File: src/design/sbrbp_pkg.sv
// sbrbp_pkg: shared types and constants for the banked register and buffer port.
// No dependencies; every other file in design/ refers to it by scoped names.
package sbrbp_pkg;

    localparam int BUFFER_DEPTH_DEF = 8192;
    localparam int BANK_COUNT_DEF   = 4;

    localparam int OPCODE_W = 3;
    localparam int ADDR_W   = 5;
    localparam int DATA_W   = 8;
    localparam int PTR_W    = 13;

    // bank 0 / common register addresses
    localparam logic [ADDR_W-1:0] A_RDPT_L  = 5'h00;
    localparam logic [ADDR_W-1:0] A_RDPT_H  = 5'h01;
    localparam logic [ADDR_W-1:0] A_WRPT_L  = 5'h02;
    localparam logic [ADDR_W-1:0] A_WRPT_H  = 5'h03;
    localparam logic [ADDR_W-1:0] A_RXST_L  = 5'h08;
    localparam logic [ADDR_W-1:0] A_RXST_H  = 5'h09;
    localparam logic [ADDR_W-1:0] A_RXND_L  = 5'h0A;
    localparam logic [ADDR_W-1:0] A_RXND_H  = 5'h0B;
    localparam logic [ADDR_W-1:0] A_COMMON  = 5'h1B;
    localparam logic [ADDR_W-1:0] A_ECON2   = 5'h1E;
    localparam logic [ADDR_W-1:0] A_ECON1   = 5'h1F;

    localparam logic [DATA_W-1:0] ECON2_RST   = 8'h80;
    localparam logic [PTR_W-1:0]  RDPT_RST    = 13'h05FA;
    localparam int                AUTOINC_BIT = 7;

    typedef enum logic [OPCODE_W-1:0] {
        OP_RD_REG  = 3'd0,
        OP_WR_REG  = 3'd1,
        OP_BIT_SET = 3'd2,
        OP_BIT_CLR = 3'd3,
        OP_RD_BUF  = 3'd4,
        OP_WR_BUF  = 3'd5,
        OP_SOFT_RST = 3'd6
    } t_opcode;

    typedef enum logic [1:0] {
        ST_IDLE,
        ST_ADDR,
        ST_ACCESS,
        ST_DONE
    } t_state;

    // controller -> datapath
    typedef struct packed {
        logic load;    // capture the accepted word
        logic addr;    // resolve register index and buffer address
        logic access;  // read/modify/write registers and buffer
        logic result;  // load the output register
    } t_dp_cmd;

endpackage

File: src/design/sbrbp_ctrl.sv
// sbrbp_ctrl: command sequencer and handshake control.
// Depends on sbrbp_pkg (t_state, t_dp_cmd).
module sbrbp_ctrl (
    input  logic               i_clk,
    input  logic               i_rst_n,
    input  logic               i_in_valid,
    output logic               o_in_ready,
    output logic               o_out_valid,
    input  logic               i_out_ready,
    output sbrbp_pkg::t_dp_cmd o_cmd
);

    sbrbp_pkg::t_state r_state, n_state;
    logic              r_out_valid, n_out_valid;
    logic              out_free;

    assign out_free = !r_out_valid || i_out_ready;

    always_comb begin
        n_state = r_state;
        case (r_state)
            sbrbp_pkg::ST_IDLE: begin
                if (i_in_valid) n_state = sbrbp_pkg::ST_ADDR;
            end
            sbrbp_pkg::ST_ADDR:   n_state = sbrbp_pkg::ST_ACCESS;
            sbrbp_pkg::ST_ACCESS: n_state = sbrbp_pkg::ST_DONE;
            sbrbp_pkg::ST_DONE: begin
                if (out_free) n_state = sbrbp_pkg::ST_IDLE;
            end
            default: n_state = sbrbp_pkg::ST_IDLE;
        endcase
    end

    always_comb begin
        o_in_ready = 1'b0;
        o_cmd      = '0;
        case (r_state)
            sbrbp_pkg::ST_IDLE: begin
                o_in_ready = 1'b1;
                o_cmd.load = i_in_valid;
            end
            sbrbp_pkg::ST_ADDR:   o_cmd.addr   = 1'b1;
            sbrbp_pkg::ST_ACCESS: o_cmd.access = 1'b1;
            sbrbp_pkg::ST_DONE:   o_cmd.result = out_free;
            default: begin
                o_in_ready = 1'b0;
                o_cmd      = '0;
            end
        endcase
    end

    always_comb begin
        n_out_valid = r_out_valid;
        if (o_cmd.result)    n_out_valid = 1'b1;
        else if (i_out_ready) n_out_valid = 1'b0;
    end

    always_ff @(posedge i_clk) begin
        if (!i_rst_n) begin
            r_state     <= sbrbp_pkg::ST_IDLE;
            r_out_valid <= 1'b0;
        end else begin
            r_state     <= n_state;
            r_out_valid <= n_out_valid;
        end
    end

    assign o_out_valid = r_out_valid;

endmodule

File: config.mk
export PLATFORM = sky130hd
export DESIGN_NAME = sbrbp_ctrl
export DESIGN_NICKNAME = d
export VERILOG_FILES = /design/src/design/sbrbp_pkg.sv /design/src/design/sbrbp_ctrl.sv
export SDC_FILE = /design/constraint.sdc
export NUM_CORES = 1
export LEC_CHECK = 0
export ABC_AREA = 1
export BUFFER_PORTS_ARGS = -buffer_cell sky130_fd_sc_hd__buf_2
export CAP_MARGIN = 40
export CORE_AREA = 2 2 39 41
export DETAILED_ROUTE_END_ITERATION = 8
export DIE_AREA = 0 0 41 43
export PLACE_DENSITY = 0.46
export SLEW_MARGIN = 20
export SYNTH_ARGS = -nofsm -noshare
export SYNTH_HDL_FRONTEND = slang
export SYNTH_SLANG_ARGS = --single-unit
File: constraint.sdc
create_clock -name i_clk -period 1.1 [get_ports i_clk]
set_clock_uncertainty 0.2 [all_clocks]
set_input_delay 0.22 -clock i_clk [delete_from_list [all_inputs] [get_ports i_clk]]
set_output_delay 0.22 -clock i_clk [all_outputs]
set_load 0.03 [all_outputs]
; ---- Yosys cells after proc, flatten, opt, wreduce, memory -nomap -nowiden
; Index checks and enable logic that the tools add are counted.
[word_totals]
reg_bits = 3
[classes]
mux = 10
n_eq_ne = 5
reduce_logical = 5
[ops]
columns = op, count
row1 = 2-bit one-hot mux with 4 select lines, 1
row2 = 1-bit two-way mux, 7
row3 = 2-bit == test (second input constant), 2
row4 = 2-bit two-way mux, 2
row5 = 2-bit != test (second input constant), 2
row6 = 2-bit by 1-bit == test with 1-bit output (second input constant), 1
row7 = 2-bit logical NOT, 1
row8 = 2-bit AND reduction, 1
row9 = 2-bit nonzero test, 1
row10 = 1-bit logical NOT, 1
row11 = 1-bit logical OR, 1

; ---- Longest topological paths before layout
; Gate-level depths: netlist of run 1.
[logic_depth]
ltp_word = 4
mapped_depth = 6
mapped_depth_nobuf = 6

; ---- Worst setup path after synthesis of run 1
; OpenSTA, ideal clock, no wires.
[synth_path]
kind = reg2out
from = register r_state[0]
to = output port o_cmd[3] in the netlist's numbering
t_required_ns = 0.680
path_buffers = 0
arrival_ns = 1.051
setup_slack_ns = -0.371
path_stages_with_launch = 5
path_cell_list = dfxtp_1 inv_1 ha_1 nand2_1 inv_1
[synth_lines]
columns = element, line_no
row1 = from (decl), sbrbp_ctrl.sv:13  ; sbrbp_pkg::t_state r_state, n_state;
row2 = from (signal assigned), sbrbp_ctrl.sv:60  ; r_state <= sbrbp_pkg::ST_IDLE;
row3 = from (signal assigned), sbrbp_ctrl.sv:63  ; r_state <= n_state;
row4 = to (decl), sbrbp_ctrl.sv:10  ; output sbrbp_pkg::t_dp_cmd o_cmd

==> results of run 1 <==
[timing repair]
item                                   in CTS  in global routing
gates resized for setup                    18                  7
endpoints found under the hold margin       0                  0
pin swaps                                   4                  2
setup endpoints to repair                   8                  8
setup buffers                               1                  3
[synth_stat cells]
master	number	area [um2]
ha_1	4	50.1
nand3_1	1	5.00
buf_4	1	7.51
a21boi_0	1	7.51
dfxtp_1	3	60.1
nand3_2	1	10.0
nor2_1	3	11.3
inv_1	7	26.3
nand2_1	6	22.5
a21oi_1	3	15.0
[state kept, by name, summed over array words and instances (netlist names)]
| register | cells |
|---|---|
| o_out_valid | 1 |
| r_state | 2 |
[worst min-delay path by stage]
stage	start	to
3_5_place_dp	i_rst_n	r_state[1]
6_report	i_rst_n	r_state[1]
2_1_floorplan	i_rst_n	r_state[1]
4_1_cts	i_rst_n	r_state[1]
5_1_grt	i_rst_n	r_state[1]
3_3_place_gp	i_rst_n	r_state[1]
[layer usage]
layer / track usage / vias to the layer above
met3: 0.0157 / 0
li1: - / 125
met5: 0 / -
met1: 0.0669 / 114
met4: 0.0800 / 0
met2: 0.0906 / 4
[through the flow]
stage / utilization / hold slack, ns
6_report: 0.346 / 0.0471
3_5_place_dp: 0.237 / 0.277
2_1_floorplan: - / 0.131
5_1_grt: 0.346 / 0.0418
4_1_cts: 0.306 / 0.0288
3_3_place_gp: 0.237 / 0.277
[cell type report]
| cell class | instances | area [um2] |
|---|---|---|
| sequential | 3 | 71.3 |
| inverter | 7 | 33.8 |
| fill | 149 | 905 |
| timing repair buffer | 14 | 120 |
| multi-input combinational | 19 | 208 |
| tap | 16 | 20.0 |
| clock buffer | 4 | 26.3 |
[worst register-to-register path, cell delays in order (launching register included)]
cell     delay, ns
dfxtp_4       0.36
ha_4          0.16
buf_4         0.13
buf_6         0.11
nand3_4       0.10
nand3_2       0.06
nand2_1       0.06
nor2_1        0.04
[power by group]
| part | total [W] | internal (W) | switching (W) |
|---|---|---|---|
| logic | 0.000895 | 0.000411 | 0.000485 |
| registers | 0.000239 | 0.000170 | 0.0000687 |
| clock network | 0.000191 | 0.000136 | 0.0000547 |
[kinds of logic (layout without fill, tap and decap cells)]
kind of cell / after synthesis / after routing
AO/OA/AOI/OAI: 4 / 4
adder cells (fa/ha/maj): 4 / 4
buffers and inverters: 8 / 25
flip-flops: 3 / 3
AND/OR/NAND/NOR: 11 / 11
==> metrics.md, run 1 <==
| Metric | Value |
|---|---|
| Cells on worst reg2reg path | 7 |
| Core Area | 1380 um2 |
| CTS tree | done |
| Final design area excluding fillers | 479 um2 |
| H-tree levels | 1 |
| Setup CP Type | register to output pin |
| Critical path startpoint | r_state[1] |
| F_max | 682 MHz |
| Critical path depth in cells | 5 |
| Non-Filler Instances | 63 |
| Slowest CP cell | dfxtp_4 |
| Core Rows | 14 |
| Worst slack, placed | -0.172 ns |
| Worst hold path type | input pin to register |
| Die area | 1760 um2 |
| Hold path cells | 3 |
| Startpoint types | register |
| Buf/Inv on CP | 3 |
| Crit Path Max Fanout | 4 |
| Crit path capture | o_cmd[3] |
| Antenna cells | 0 |
| Top Layer Used | met3 |
| Syn nets | 38 |
| Leak Pwr | 0.215 nW |
| Cells after Synth | 30 |
| Overflow after GRT | 0 |
| Initial drt markers | 3 |
| Initial antenna violation count | 0 |
| Most common cell after layout, fill and taps aside | buf_6 |
| Die width | 41 um |
| Largest family of logic cells by synthesized area | adder cells |
| WL final | 578 um |
| Tmin final | 1.47 ns |
| Net count, final | 56 |
| Data required time of the critical path | 0.68 ns |
| Failing checks | setup timing |
| WL met2 | 339 um |
| Setup TNS | -2.20 ns |
| CP endpoint kind | output pin |
| RR Endpoint | r_state[1] |
| FF+latch count, synth | 3 |
| YS warnings | 0 |
| PortBufs | 9 |
| Largest net degree at the start of global routing | 5 |
| CP peak stage delay | 0.38 ns |
| Post-synthesis mux area share | 0 |
| Starting Density | 0.156 |
| Worst-path clk slew | 0.04 ns |
| Netlist cell types | 10 |
| Clk Latency, worst-skew pair | 0.23 ns |
| Total of max-cap violations | 0 |
| Status | complete, but fails checks |
| Mapped Area | 215 um2 |
| Placed Area | 328 um2 |
| Final Total Pwr | 0.00132 W |
| FF-to-FF Start | r_state[1] |
| DP Cell Count | 55 |
| Routability Congestion | 0.635 |
| DRC errors left | 0 |
| Sequential-to-total area share from yosys stat | 0.279 |
| Worst vdd ir | 845 uV |
| RSZ-0062 raised after global routing | yes |
| I/O pin count | 10 |
| CTS sink count | 3 |
| Crit-path cells | inv_4 > ha_4 > nand2_4 > inv_4 > buf_6 |
| Delay-heaviest family, CP | flip-flops |
| WL per Instance | 9.17 um |
| Antenna Nets Post-Route | 0 |
| Slew Limit Headroom | 0.891 |
| Fin crit share | 1.33 |
| Worst Path Arrival | 1.05 ns |
| Post-Synth XOR/XNOR Area | 0 |
| Number of CTS-inserted buffers | 3 |
| CTS Hold Bufs | 0 |
| Adder-Cell Fraction of Synth Area | 0.233 |
| Area growth from synthesis to layout | 123% |
| Vias per cell | 3.86 |
| Final-report setup violation count | 8 |
| Wire length on met3 | 24 um |
| P per Cell Area | 2760 nW/um2 |
| Syn Area/Cell | 7.17 um2 |
| Reg2reg setup slack | -0.22 ns |
| Most common cell on crit path | inv_4 |
| Fin. Hold Viols | 0 |
| Worst slew pin tran | 0.163 ns |
| Detailed Routing Iterations Pass 1 | 4 |
| Proportion of layout cells with a drive suffix above 1 | 0.766 |
| Die Span Y | 43 um |
| Post-synthesis simple-gate area fraction | 0.227 |
| Via count | 243 |
| Clk root buf | clkbuf_4 |
| Detailed placer's ending HPWL | 374 um |
| Max Buffers Root-to-Sink | 2 |
| Compound-cell area share of the yosys netlist | 0.105 |
| Final Max Tran Viols | 0 |
| Vias in the first global route | 214 |
| Most frequent cells in the layout | buf_6, buf_4, ha_4 |
| Setup slack after layout | -0.366 ns |
| M1 WL | 213 um |
| First-pass GRT wire length | 703 um |
| Total track usage | 0.0651 |
No activity file was read; power rests on OpenSTA's default activity.
==> run 2, diff against run 1 <==
--- a/config.mk
+++ b/config.mk
@@ -12,6 +12,8 @@
 export DETAILED_ROUTE_END_ITERATION = 8
 export DIE_AREA = 0 0 41 43
 export PLACE_DENSITY = 0.46
+export REMOVE_ABC_BUFFERS = 1
+export SETUP_SLACK_MARGIN = 0.4
 export SLEW_MARGIN = 20
 export SYNTH_ARGS = -nofsm -noshare
 export SYNTH_HDL_FRONTEND = slang
==> run 2 against run 1 <==
The flow still finishes with violations (setup timing). Core utilization decreased by 2.3 points. Cell area decreased by 6.5%. Fmax increased by 0.21%. Sequential share of layout area increased by 1.0 points. Via count decreased by 2.5%. Critical endpoint is now o_cmd[1].
==> metrics.md, run 2 (synthesis results as in run 1) <==
| Metric | Value |
|---|---|
| Logic pwr share | 0.678 (+0.002) |
| Clk pwr share | 0.144 (about the same) |
| CTS tree | done |
| Crit-path cells | inv_2 > ha_1 > buf_6 |
| Antenna cells | 0 (unchanged) |
| WHS | 0.0301 ns (-0.0169 ns) |
| Worst Path Arrival | 1.04 ns (about the same) |
| Area growth from synthesis to layout | 108% |
| Slowest CP cell | dfxtp_4 |
| Failing checks | setup timing |
| CTS sink count | 3 (unchanged) |
| Starting Density | 0.156 (unchanged) |
| Final-report setup violation count | 8 (unchanged) |
| Leak Pwr | 0.210 nW (-2.2%) |
| Core Area | 1380 um2 (unchanged) |
| Initial antenna violation count | 0 (unchanged) |
| Largest net degree at the start of global routing | 5 (unchanged) |
| Number of CTS-inserted buffers | 3 (unchanged) |
| CP endpoint kind | output pin |
| Final Max Tran Viols | 0 (unchanged) |
| Fin. Hold Viols | 0 (unchanged) |
| Max Buffers Root-to-Sink | 2 (unchanged) |
| Worst hold path type | input pin to register |
| First-pass GRT wire length | 938 um (+33%) |
| RSZ-0062 raised after global routing | yes |
| Vias in the first global route | 281 (+31%) |
| Slew Limit Headroom | 0.887 (-0.00390) |
| Buf/Inv on CP | 2 (-1) |
| Fill count | 149 (unchanged) |
| Data required time of the critical path | 0.68 ns (about the same) |
| Delay-heaviest family, CP | flip-flops |
| Total of max-cap violations | 0 (unchanged) |
| Proportion of layout cells with a drive suffix above 1 | 0.723 (-0.0426) |
| CP peak stage delay | 0.35 ns (-0.03 ns) |
| DRC errors left | 0 (unchanged) |
| H-tree levels | 1 (unchanged) |
| Tmin final | 1.46 ns (-0.00308 ns) |
| Sw power | 0.000561 W (-7.8%) |
| Internal power | 0.000734 W (+2.4%) |
| WL per Instance | 8.06 um (-12%) |
| Reg with most FFs | r_state |
| Die Span Y | 43 um (unchanged) |
| Setup TNS | -1.98 ns (+0.220 ns) |
| Antenna Nets Post-Route | 0 (unchanged) |
| Core Rows | 14 (unchanged) |
| Net count, final | 56 (unchanged) |
| Seq pwr share | 0.178 (-0.002) |
| Most frequent cells in the layout | buf_6, nand2_1, buf_4 |
| F_max | 683 MHz (+0.21%) |
| P per Cell Area | 2890 nW/um2 (+4.5%) |
| Sw Ratio | 0.433 (-0.0260) |
| Clk root buf | clkbuf_4 |
| I/O pin count | 10 (unchanged) |
| Detailed Routing Iterations Pass 1 | 1 (-3) |
| Max reg flops | 2 (unchanged) |
| Setup CP Type | register to output pin |
| Routability Congestion | 0.647 (+2.0%) |
| Status | complete, but fails checks |
| Worst-path clk slew | 0.04 ns (about the same) |
| Die width | 41 um (unchanged) |
| Worst slew pin tran | 0.170 ns (+0.00731 ns) |
| Startpoint types | register |
| Die area | 1760 um2 (unchanged) |
| Initial drt markers | 0 (-3) |
| Crit Path Max Fanout | 3 (-1) |
| Fin crit share | 1.33 (-0.00280) |
| Via count | 237 (-2.5%) |
| Worst vdd ir | 692 uV (-18%) |
| Overflow after GRT | 0 (unchanged) |
| Total track usage | 0.0802 (+0.0152) |
| WL final | 508 um (-12%) |
| Most common cell after layout, fill and taps aside | buf_6 |
| Setup slack after layout | -0.363 ns (+0.00308 ns) |
| PortBufs | 9 (unchanged) |
| Vias per cell | 3.76 (-2.5%) |
| Clk Latency, worst-skew pair | 0.23 ns (about the same) |
[run 2: area by class of cell]
type	count	area (um2)	area share
Multi-Input combinational cell	19	178	0.397
Timing Repair Buffer	14	124	0.277
Inverter	7	28.8	0.0642
Tap cell	16	20.0	0.0447
Sequential cell	3	71.3	0.159
Clock buffer	4	26.3	0.0587
[run 2: path summary, 6_finish.rpt]
| path | from | slack, ns | depth (start not counted) | end |
|---|---|---|---|---|
| setup reg to reg | r_state[1] | -0.16 | 7 | r_state[1] |
| setup / recovery | r_state[0] | -0.36 | 3 | o_cmd[1] |
| hold / removal | i_rst_n | 0.03 | 3 | r_state[1] |
| hold reg to reg | o_out_valid | 0.32 | 2 | o_out_valid |
[run 2: timing repair]
action | CTS | global route
setup buffers | 2 | 2
hold buffers | 0 | 0
pin swaps | 3 | 1
resized for setup | 28 | 11
endpoints found under the setup margin | 9 | 9
[run 2: power by group through the flow]
stage | sequential, W | combinational (W) | clock (W)
global route | 0.000235 | 0.000960 | 0.000202
CTS | 0.000228 | 0.000723 | 0.000199
detailed placement | 0.000193 | 0.000497 | 0
finish | 0.000231 | 0.000877 | 0.000187
global placement | 0.000193 | 0.000492 | 0
floorplan | 0.000193 | 0.000383 | 0
[run 2: worst reg2reg max path, cell delays in order (launching register included)]
cell	delay [ns]
dfxtp_4	0.37
inv_4	0.05
ha_4	0.16
buf_6	0.12
nand2_4	0.07
nand3_1	0.08
nand2_1	0.06
nor2_1	0.03
[run 2: routing by layer]
layer  vias to the layer above  wire, um  GRT usage  part of all wire
met1                       109       191     0.0769              0.38
met3                         0        18     0.0157             0.035
met2                         6       299      0.128              0.59
li1                        122         -          -                 -
met4                         0         0     0.0800                 0
met5                         -         0          0                 0
[run 2: per-stage QoR]
| step | instances | utilization | instance area [um2] | setup WS, ns | total power [W] |
|---|---|---|---|---|---|
| 2_1_floorplan | 29 | - | 208 | -0.386 | 0.000576 |
| 3_3_place_gp | 55 | 0.203 | 280 | -0.262 | 0.000686 |
| 3_5_place_dp | 55 | 0.203 | 280 | -0.272 | 0.000690 |
| 4_1_cts | 61 | 0.289 | 400 | -0.359 | 0.00115 |
| 5_1_grt | 63 | 0.324 | 448 | -0.405 | 0.00140 |
| 6_report | 63 | 0.324 | 448 | -0.363 | 0.00129 |
